`src/rtl/omt_pkg.sv`:
```
// Types and codes for the ordered multimap table.
package omt_pkg;

  localparam int KEY_W = 32;
  localparam int VAL_W = 64;

  typedef logic [1:0] kind_t;
  typedef logic [1:0] status_t;
  typedef logic signed [KEY_W-1:0] key_t;
  typedef logic [VAL_W-1:0] value_t;

  // One stored pair, as it sits in a memory word.
  typedef struct packed {
    key_t   key;
    value_t value;
  } entry_t;

  localparam kind_t KIND_ADD    = 2'd0;
  localparam kind_t KIND_REMOVE = 2'd1;
  localparam kind_t KIND_FIND   = 2'd2;
  localparam kind_t KIND_LIST   = 2'd3;

  localparam status_t STAT_OK        = 2'd0;
  localparam status_t STAT_NOT_FOUND = 2'd1;
  localparam status_t STAT_FULL      = 2'd2;
  localparam status_t STAT_EMPTY     = 2'd3;

endpackage

```
`src/rtl/omt_ram.sv`:
```
// Generic single-write, single-read RAM with registered read data.
module omt_ram #(
  parameter int WIDTH = 96,
  parameter int DEPTH = 16,
  parameter int AW    = 4
) (
  input  logic             clk,
  input  logic             we,
  input  logic [AW-1:0]    waddr,
  input  logic [WIDTH-1:0] wdata,
  input  logic [AW-1:0]    raddr,
  output logic [WIDTH-1:0] rdata
);

  logic [WIDTH-1:0] mem [DEPTH];
  logic [WIDTH-1:0] rdata_r;

  // Write port and registered read port
  always_ff @(posedge clk) begin
    if (we) begin
      mem[waddr] <= wdata;
    end
    rdata_r <= mem[raddr];
  end

  assign rdata = rdata_r;

endmodule

```
`src/rtl/ordered_multimap_table.sv`:
```
// Top level of the ordered multimap table.
//
// Command channel: present in_kind, in_key and in_value with start high; the
// item is taken at a rising edge where start is high and busy is low.
// Results leave on out_* for exactly one cycle, marked by out_valid; the
// receiver takes each one at the edge that ends that cycle and cannot stall.
// out_last marks the final result of an item.
// Add: the pair is written into the table memory at once and its one result
// shows the next cycle; busy stays low, so an add may follow every cycle.
// Remove, find and list: one pass over the held pairs through the memory
// read port, one entry a cycle, with remove writing each later pair one
// place down as it streams by. Busy stays high while the item walks the
// scan state, one read per held pair, then the wait and flush states;
// an empty table goes straight to flush. The last result appears in the
// cycle after the final busy cycle.
// Reset (rst_n low at a clock edge) empties the table; memory contents are
// left as they are and are never read beyond the fill count.
module ordered_multimap_table #(
  parameter int DEPTH = 16
) (
  input  logic                 clk,
  input  logic                 rst_n,
  input  logic                 start,
  output logic                 busy,
  input  omt_pkg::kind_t       in_kind,
  input  omt_pkg::key_t        in_key,
  input  omt_pkg::value_t      in_value,
  output logic                 out_valid,
  output omt_pkg::status_t     out_status,
  output omt_pkg::key_t        out_found_key,
  output omt_pkg::value_t      out_found_value,
  output logic                 out_last
);
  import omt_pkg::*;

  localparam int AW = (DEPTH > 1) ? $clog2(DEPTH) : 1;
  localparam int CW = $clog2(DEPTH + 1);

  localparam logic [1:0] ST_IDLE  = 2'd0;
  localparam logic [1:0] ST_SCAN  = 2'd1;
  localparam logic [1:0] ST_WAIT  = 2'd2;
  localparam logic [1:0] ST_FLUSH = 2'd3;

  logic [1:0]    state_r, state_nxt;
  logic [CW-1:0] count_r, count_nxt;
  kind_t         kind_r, kind_nxt;
  key_t          key_r, key_nxt;
  logic [AW-1:0] rd_ptr_r, rd_ptr_nxt;
  logic          rv_r, rv_nxt;
  logic [AW-1:0] ra_r, ra_nxt;
  logic          hit_r, hit_nxt;
  logic          pend_r, pend_nxt;
  entry_t        pend_ent_r, pend_ent_nxt;

  logic          out_valid_r, out_valid_nxt;
  status_t       out_status_r, out_status_nxt;
  entry_t        out_ent_r, out_ent_nxt;
  logic          out_last_r, out_last_nxt;

  logic          mem_we;
  logic [AW-1:0] mem_waddr;
  entry_t        mem_wdata;
  logic [AW-1:0] mem_raddr;
  entry_t        mem_rdata;

  logic          accept;
  logic          full;
  logic [CW-1:0] cnt_m1;
  logic [AW-1:0] last_addr;
  logic          match;

  assign accept    = start && (state_r == ST_IDLE);
  assign full      = (count_r == CW'(DEPTH));
  assign cnt_m1    = count_r - 1'b1;
  assign last_addr = cnt_m1[AW-1:0];
  assign match     = (kind_r == KIND_LIST) || (mem_rdata.key == key_r);

  omt_ram #(
    .WIDTH ($bits(entry_t)),
    .DEPTH (DEPTH),
    .AW    (AW)
  ) u_ram (
    .clk   (clk),
    .we    (mem_we),
    .waddr (mem_waddr),
    .wdata (mem_wdata),
    .raddr (mem_raddr),
    .rdata (mem_rdata)
  );

  // Sequence the pass, the shift-down writes and the result register
  always_comb begin
    state_nxt     = state_r;
    count_nxt     = count_r;
    kind_nxt      = kind_r;
    key_nxt       = key_r;
    rd_ptr_nxt    = rd_ptr_r;
    rv_nxt        = 1'b0;
    ra_nxt        = ra_r;
    hit_nxt       = hit_r;
    pend_nxt      = pend_r;
    pend_ent_nxt  = pend_ent_r;
    out_valid_nxt = 1'b0;
    out_status_nxt = out_status_r;
    out_ent_nxt   = out_ent_r;
    out_last_nxt  = out_last_r;
    mem_we        = 1'b0;
    mem_waddr     = count_r[AW-1:0];
    mem_wdata     = '{key: in_key, value: in_value};
    mem_raddr     = rd_ptr_r;

    case (state_r)
      ST_IDLE: begin
        if (accept) begin
          kind_nxt   = in_kind;
          key_nxt    = in_key;
          rd_ptr_nxt = '0;
          hit_nxt    = 1'b0;
          pend_nxt   = 1'b0;
          if (in_kind == KIND_ADD) begin
            // Append at the tail, answer next cycle
            out_valid_nxt = 1'b1;
            out_last_nxt  = 1'b1;
            out_ent_nxt   = '0;
            if (full) begin
              out_status_nxt = STAT_FULL;
            end else begin
              mem_we         = 1'b1;
              out_status_nxt = STAT_OK;
              count_nxt      = count_r + 1'b1;
            end
          end else if (count_r == '0) begin
            state_nxt = ST_FLUSH;
          end else begin
            state_nxt = ST_SCAN;
          end
        end
      end
      ST_SCAN, ST_WAIT: begin
        // Issue the next read while entries remain
        if (state_r == ST_SCAN) begin
          rv_nxt     = 1'b1;
          ra_nxt     = rd_ptr_r;
          rd_ptr_nxt = rd_ptr_r + 1'b1;
          if (rd_ptr_r == last_addr) begin
            state_nxt = ST_WAIT;
          end
        end
        // Handle the entry that the memory returns
        if (rv_r) begin
          if (kind_r == KIND_REMOVE) begin
            if (hit_r) begin
              mem_we    = 1'b1;
              mem_waddr = ra_r - 1'b1;
              mem_wdata = mem_rdata;
            end else if (match) begin
              hit_nxt = 1'b1;
            end
          end else if (match) begin
            if (pend_r) begin
              out_valid_nxt  = 1'b1;
              out_status_nxt = STAT_OK;
              out_ent_nxt    = pend_ent_r;
              out_last_nxt   = 1'b0;
            end
            pend_nxt     = 1'b1;
            pend_ent_nxt = mem_rdata;
          end
          if (ra_r == last_addr) begin
            state_nxt = ST_FLUSH;
          end
        end
      end
      ST_FLUSH: begin
        // Emit the closing result of the item
        state_nxt     = ST_IDLE;
        out_valid_nxt = 1'b1;
        out_last_nxt  = 1'b1;
        out_ent_nxt   = '0;
        if (kind_r == KIND_REMOVE) begin
          if (hit_r) begin
            out_status_nxt = STAT_OK;
            count_nxt      = count_r - 1'b1;
          end else begin
            out_status_nxt = STAT_NOT_FOUND;
          end
        end else if (pend_r) begin
          out_status_nxt = STAT_OK;
          out_ent_nxt    = pend_ent_r;
        end else if (kind_r == KIND_LIST) begin
          out_status_nxt = STAT_EMPTY;
        end else begin
          out_status_nxt = STAT_NOT_FOUND;
        end
      end
      default: begin
        state_nxt = ST_IDLE;
      end
    endcase
  end

  // Control registers
  always_ff @(posedge clk) begin
    if (!rst_n) begin
      state_r     <= ST_IDLE;
      count_r     <= '0;
      rv_r        <= 1'b0;
      hit_r       <= 1'b0;
      pend_r      <= 1'b0;
      out_valid_r <= 1'b0;
    end else begin
      state_r     <= state_nxt;
      count_r     <= count_nxt;
      rv_r        <= rv_nxt;
      hit_r       <= hit_nxt;
      pend_r      <= pend_nxt;
      out_valid_r <= out_valid_nxt;
    end
  end

  // Payload registers
  always_ff @(posedge clk) begin
    kind_r       <= kind_nxt;
    key_r        <= key_nxt;
    rd_ptr_r     <= rd_ptr_nxt;
    ra_r         <= ra_nxt;
    pend_ent_r   <= pend_ent_nxt;
    out_status_r <= out_status_nxt;
    out_ent_r    <= out_ent_nxt;
    out_last_r   <= out_last_nxt;
  end

  assign busy            = (state_r != ST_IDLE);
  assign out_valid       = out_valid_r;
  assign out_status      = out_status_r;
  assign out_found_key   = out_ent_r.key;
  assign out_found_value = out_ent_r.value;
  assign out_last        = out_last_r;

endmodule

```
`config.mk`:
```
export PLATFORM = sky130hd
export DESIGN_NAME = ordered_multimap_table
export DESIGN_NICKNAME = d
export VERILOG_FILES = /design/src/rtl/omt_pkg.sv /design/src/rtl/omt_ram.sv /design/src/rtl/ordered_multimap_table.sv
export SDC_FILE = /design/constraint.sdc
export NUM_CORES = 2
export LEC_CHECK = 0
export BUFFER_PORTS_ARGS = -buffer_cell sky130_fd_sc_hd__buf_2
export CORE_MARGIN = 2
export CORE_UTILIZATION = 30
export DETAILED_ROUTE_END_ITERATION = 16
export PLACE_DENSITY_LB_ADDON = 0.3
export SYNTH_ARGS = -nofsm -noshare
export SYNTH_HDL_FRONTEND = slang
export SYNTH_SLANG_ARGS = --single-unit
```
`constraint.sdc`:
```
create_clock -name clk -period 12.88 [get_ports clk]
set_input_delay 0 -clock clk [delete_from_list [all_inputs] [get_ports clk]]
set_output_delay 0 -clock clk [all_outputs]
set_load 0.1 [all_outputs]
```
======== Word level (Yosys, flattened, before mapping) ========
Memory sizes are Yosys's and may differ from the RTL's. A register that Yosys moved wholly into a read port is not among the register bits.
Cells that the tools add are included.
word-level totals
  input bits .............................. 101
  output and inout bits ................... 101
  RAM bits ................................ 1536
  memories ................................ 1
  bits in registers ....................... 248
cells by class
  reductions and logical operators ........ 19
  mux-type cells .......................... 80
  equality and inequality tests ........... 21
  add/subtract/negate cells ............... 4
  bitwise logic cells ..................... 1
memory list
  memory     depth  width  rd ports  clocked after memory_dff  write ports  line           source
  u_ram.mem  16     96     1         1                         1            omt_ram.sv:15  logic [WIDTH-1:0] mem [DEPTH];
operators by type and width
  cell                 count
  $mux 96              12
  $pmux 96 s3          1
  $mux 2               17
  $eq 32x32->1         1
  $mux 1               30
  $mux 5               5
  $mux 4               6
  $ne 2x2->1 const B   11
  $pmux 2 s3           2
  $reduce_and 6->1     2
  $pmux 5 s2           1
  $eq 4x4->1           2
  $pmux 4 s2           1
  $reduce_and 2->1     4
  $reduce_and 4->1     2
  $eq 2x2->1 const B   3
  $pmux 1 s2           3
  $pmux 1 s3           2
  $reduce_bool 2->1    3
  $add 5x1->5 const B  1
  $eq 5x5->1 const B   1
  $logic_not 5->1      1
  $reduce_and 5->1     1
  $sub 5x1->5 const B  1
  10 further kinds     12

======== Logic depth before layout (Yosys ltp) ========
  depth after elaboration ................. 7
  depth in mapped cells ................... 10

======== Hierarchy ========
Synthesis repeated with hierarchy kept, for this count alone.
second synthesis, totals
  cells, all modules ...................... 3096
  area, all modules ....................... 69904.5 um^2
modules (own cells, without submodules)
  module                  cells each  sequential area each (um^2)  instances  area an instance (um^2)
  omt_ram                 2460        48046.1                      1          59355.7
  ordered_multimap_table  636         7337.0                       1          10548.9

======== Worst setup path before layout ========
No wires, ideal clock.
  path kind ............................... reg2reg
  start point ............................. register count_r[0]
  end point ............................... memory u_ram.mem[14][0], enable pin
  arrival ................................. 8.190 ns
  data required time ...................... 12.212 ns
  cell stages (with the launch flop) ...... 9
  slack ................................... 4.022 ns
  library setup time ...................... 0.668 ns
  period minus slack after synthesis ...... 8.858 ns
  path through ............................ dfxtp_1 > clkbuf_1 > inv_1 > ha_1 > nor4bb_1 > or3_1 > o22ai_1 > nand3b_1 > nor3_1
on the way
  longest elaborated chain between the ends .. 7
  elaborated cells between the ends (all ways) .. 11
  those cells by class .................... eq/ne (1); mux (10)
ends and longest elaborated chain
  what                          line                           source
  start: declaration            ordered_multimap_table.sv:45   logic [CW-1:0] count_r, count_nxt;
  start signal: assignment      ordered_multimap_table.sv:213  count_r <= count_nxt;
  $eq 5x5->1                    ordered_multimap_table.sv:73   assign full = (count_r == CW'(DEPTH));
  $mux 1                        ordered_multimap_table.sv:125  if (full) begin
  $mux 1                        ordered_multimap_table.sv:120  if (in_kind == KIND_ADD) begin
  $mux 1                        ordered_multimap_table.sv:114  if (accept) begin
  $pmux 1 s2                    ordered_multimap_table.sv:112  case (state_r)
  $mux 1                        omt_ram.sv:20                  if (we) begin
  $mux 1 (implied by the code)  omt_ram.sv:21                  mem[waddr] <= wdata;
  end: declaration              omt_ram.sv:15
Parallel ways exist; a longest one is shown, timed or not.

======== Worst setup path in the final report ========
  start point ............................. register state_r[1]
  end point ............................... memory u_ram.mem[13][49], enable pin
on the way
  longest elaborated chain between the ends .. 6
  elaborated cells between the ends (all ways) .. 10
  those cells by class .................... eq/ne (2); mux (5); reduce/logical (3)
ends and longest elaborated chain
  what                          line                                                         source
  start: declaration            ordered_multimap_table.sv:44                                 logic [1:0] state_r, state_nxt;
  start signal: assignment      ordered_multimap_table.sv:212                                state_r <= state_nxt;
  $logic_not 2->1               ordered_multimap_table.sv:72, ordered_multimap_table.sv:112
  $logic_and 1x1->1             ordered_multimap_table.sv:72                                 assign accept = start && (state_r == ST_IDLE);
  $mux 1                        ordered_multimap_table.sv:114
  $pmux 1 s2                    ordered_multimap_table.sv:112
  $mux 1                        omt_ram.sv:20
  $mux 1 (implied by the code)  omt_ram.sv:21
Parallel ways exist; a longest one is shown, timed or not.

==> run_results.csv <==
group,metric,value,unit
synth,synth_area_per_cell,22.71,µm²
run_status,status,"complete, no violations",
clock_tree,ctsHtreeMaxLevel,4,
clock_tree,cts_resized,0,
clock_tree,cts_hold_buf,118,
job,cap_viol_max_count,0,
drt,drt-vias-per-instance,4.784,
power_and_ir_drop,p_leak,25.99,nW
floorplanning,core_area,0.2325,mm²
drt,detail-route-antenna-nets,0,
synth,synthArstFlopShare,0,
sta,worst_slack,7.496,ns
worst_setup_path,cp_max_fo,103,
floorplanning,die_height,487.4,µm
global_route,grt_pass1_wl,245700,µm
global_route,grt_overflow,0,
sta,max_freq,185.7,MHz
drt,drt_iter0_markers,3098,
synth,synthFlopType,"edfxtp_1",
sta,rsz0062_at_grt,"no",
floorplanning,ios,202,
power_and_ir_drop,irDropWorstVdd,0.0002397,V
sta,setup_viol,0,
floorplanning,initial_utilization,0.3015,
floorplanning,dieArea,0.2376,mm²
drt,drt_first_pass_iters,5,
placement,dp.cells,6238,
power_and_ir_drop,power_switching,5.547,mW
synth,yosysWarnings,0,
finish,instances_no_fill,6697,
worst_hold_path,min_path_cells,3,
power_and_ir_drop,p_per_area,216.6,mW/mm²
floorplanning,core.rowCount,177,
drt,routedWlPerCell,25.59,µm
clock_tree,clock_path_buffers,3,
synth,synth-seq-cells,1880,
sta,skew,0.03838,ns
worst_setup_path,cp.required,13.29,ns
power_and_ir_drop,internal_power,12.19,mW
synth,synth_cell_type_count,51,
clock_tree,clkTransAtPathRegs,0.06,ns
drt,drcViolationCount,0,
power_and_ir_drop,switching_share,0.3128,
sta,tns,0,ns
finish,nets,3607,
synth,synth_nets,3196,
global_route,grt_max_degree,128,
floorplanning,die_w,487.4,µm
clock_tree,clock_latency,0.81,ns
synth,netlist_instances,3087,
power_and_ir_drop,seq_power_share,0.426,
sta,final_hold_viol_count,0,
placement,port_buffers,201,
clock_tree,cts_tree,"built",
power_and_ir_drop,pwr-share-clk,0.301,
global_route,antenna_found_initial,12,
sta,finalMaxSlewViolations,0,
worst_setup_path,startpoint_type,"flip-flop",
clock_tree,clock_sinks,1880,
sta,slew-limit-headroom,0.2546,
placement,place_hpwl,88560,µm
finish,drive_gt1_frac,0.2776,
placement,place.gp.congestion,0.7171,
placement,pre_cts_slack,7.431,ns
worst_hold_path,hold_path.class,"primary input to flip-flop",
synth,yosysSeqAreaShare,0.7900,
power_and_ir_drop,total_power,17.73,mW
drt,vias,32040,
worst_setup_path,r2r_cells,10,
clock_tree,cts_buffers,183,
worst_setup_path,cp.arrival,5.79,ns
synth,synth-edff-count,1773,
global_route,grt_pass1_vias,33420,
sta,worstMarginPinSlew,1.118,ns
global_route,track_usage,0.1434,
finish,fill_cells,21490,
clock_tree,cts_setup_buffers,0,
synth,synth_area,0.07011,mm²
finish,syn_to_final_growth,16.79,%
sta,finalCritPeriodShare,0.4180,
drt,drt-total-wl,171400,µm
worst_setup_path,critical_path_class,"flip-flop to flip-flop",
sta,period_needed,5.384,ns
power_and_ir_drop,pwr-share-comb,0.273,
worst_setup_path,cp-end-kind,"flip-flop",
clock_tree,cts_root_buf,"clkbuf_16",
## synth_stat cells, types with 4 or more instances
| library cell | count | area, µm² |
|---|---|---|
| edfxtp_1 | 1773 | 53240 |
| mux4_2 | 480 | 10810 |
| nand2_1 | 298 | 1119 |
| dfxtp_1 | 107 | 2142 |
| and2_1 | 100 | 625.6 |
| clkbuf_1 | 68 | 255.2 |
| xnor2_1 | 43 | 376.6 |
| buf_6 | 38 | 427.9 |
| buf_2 | 24 | 120.1 |
| nor2_1 | 17 | 63.81 |
| buf_1 | 16 | 60.06 |
| nor3_1 | 12 | 60.06 |
| inv_1 | 11 | 41.29 |
| nand4_1 | 11 | 68.82 |
| and3_1 | 10 | 62.56 |
| ha_1 | 8 | 100.1 |
| a21oi_1 | 6 | 30.03 |
| nand3_1 | 6 | 30.03 |
| o21ai_0 | 5 | 25.02 |
| xor2_1 | 5 | 43.79 |
| a21o_1 | 4 | 30.03 |
## power by group through the flow
stage	logic, mW	clock network [mW]	registers, mW
2_1_floorplan	2.78	0	8.67
3_3_place_gp	4.93	0	7.69
3_5_place_dp	4.93	0	7.69
4_1_cts	4.98	5.49	7.57
5_1_grt	5.15	5.71	7.60
6_report	4.84	5.35	7.55
## layout by cell type (no fill, tap or decap), drive strengths merged, types with 2 or more instances in the layout
cell / count
edfxtp: 1773
mux4: 480
nand2: 298
clkbuf: 275
buf: 254
dlygate4sd3: 118
dfxtp: 107
and2: 100
clkinv: 44
xnor2: 43
nor2: 18
inv: 15
nor3: 14
bufinv: 13
nand4: 11
and3: 10
ha: 8
a21oi: 6
o21ai: 6
nand3: 6
xor2: 5
clkinvlp: 5
a21o: 4
nand2b: 3
nand3b: 3
o211ai: 3
nor4bb: 2
o31ai: 2
nor2b: 2
xnor3: 2
a21boi: 2
a31oi: 2
nand4b: 2
nor3b: 2
## layer usage
metal	global-route usage	part of all wire	routed length [µm]
met5	0	0	0
met1	0.1988	0.44	75490
met4	0.02948	0.016	2757
met3	0.02404	0.047	8061
met2	0.2379	0.50	85070
## through the flow
step / util / instance area, µm² / hold WS [ns]
floorplan: - / 70110 / 0.09887
global placement: 0.3213 / 74720 / 0.1971
detailed placement: 0.3213 / 74720 / 0.1952
CTS: 0.3521 / 81870 / 0.001920
global route: 0.3521 / 81870 / 0.01044
finish: 0.3521 / 81870 / 0.01428
## registers in the layout, summed over array words and instances, names as in the netlist, 2 cells and up
name             flops
key_r               32
count_r              5
out_status           2
out_found_key       32
u_ram.rdata         96
state_r              2
u_ram.mem         1536
ra_r                 4
kind_r               2
mem_raddr            4
out_found_value     64
pend_ent_r          96
## worst max-delay path: stages, from the launching register on
cell and delay (ns):
dfxtp_1 0.37, inv_1 0.08, ha_1 0.53, nand2_1 0.30
nor2_4 0.18, buf_12 0.58, nor2_1 0.12, a21oi_1 0.64
and3_4 0.87, buf_4 0.59, buf_4 0.64
## logic make-up after synthesis
family / after synthesis / share of synthesized area
AOI/OAI and AO/OA: 34 / 0.003284
xor gates and xnor gates: 50 / 0.006639
adders and majority gates: 8 / 0.001428
buffers and inverters: 158 / 0.01296
DFF: 1880 / 0.7900
muxes: 481 / 0.1543
and+or+nand+nor: 476 / 0.03136
## worst paths after layout
kind                        to  slack, ns             from
max          u_ram.mem[13][49]       7.50       state_r[1]
max reg2reg  u_ram.mem[13][49]       7.50       state_r[1]
min           u_ram.mem[0][51]       0.01     in_value[51]
min reg2reg     pend_ent_r[62]       0.43  u_ram.rdata[62]
## final cells by class
| cell class | count | area [µm²] | area share |
|---|---|---|---|
| sequential | 1880 | 55380 | 0.6764 |
| multi-input combinational | 1049 | 13940 | 0.1703 |
| clock buffer | 275 | 5240 | 0.06400 |
| tap | 3043 | 3807 | 0.04650 |
| timing repair buffer | 372 | 2723 | 0.03325 |
| clock inverter | 65 | 729.5 | 0.008909 |
| inverter | 12 | 45.04 | 0.0005502 |
| antenna | 1 | 2.502 | 0.00003056 |
(Power assumes the default switching activity.)
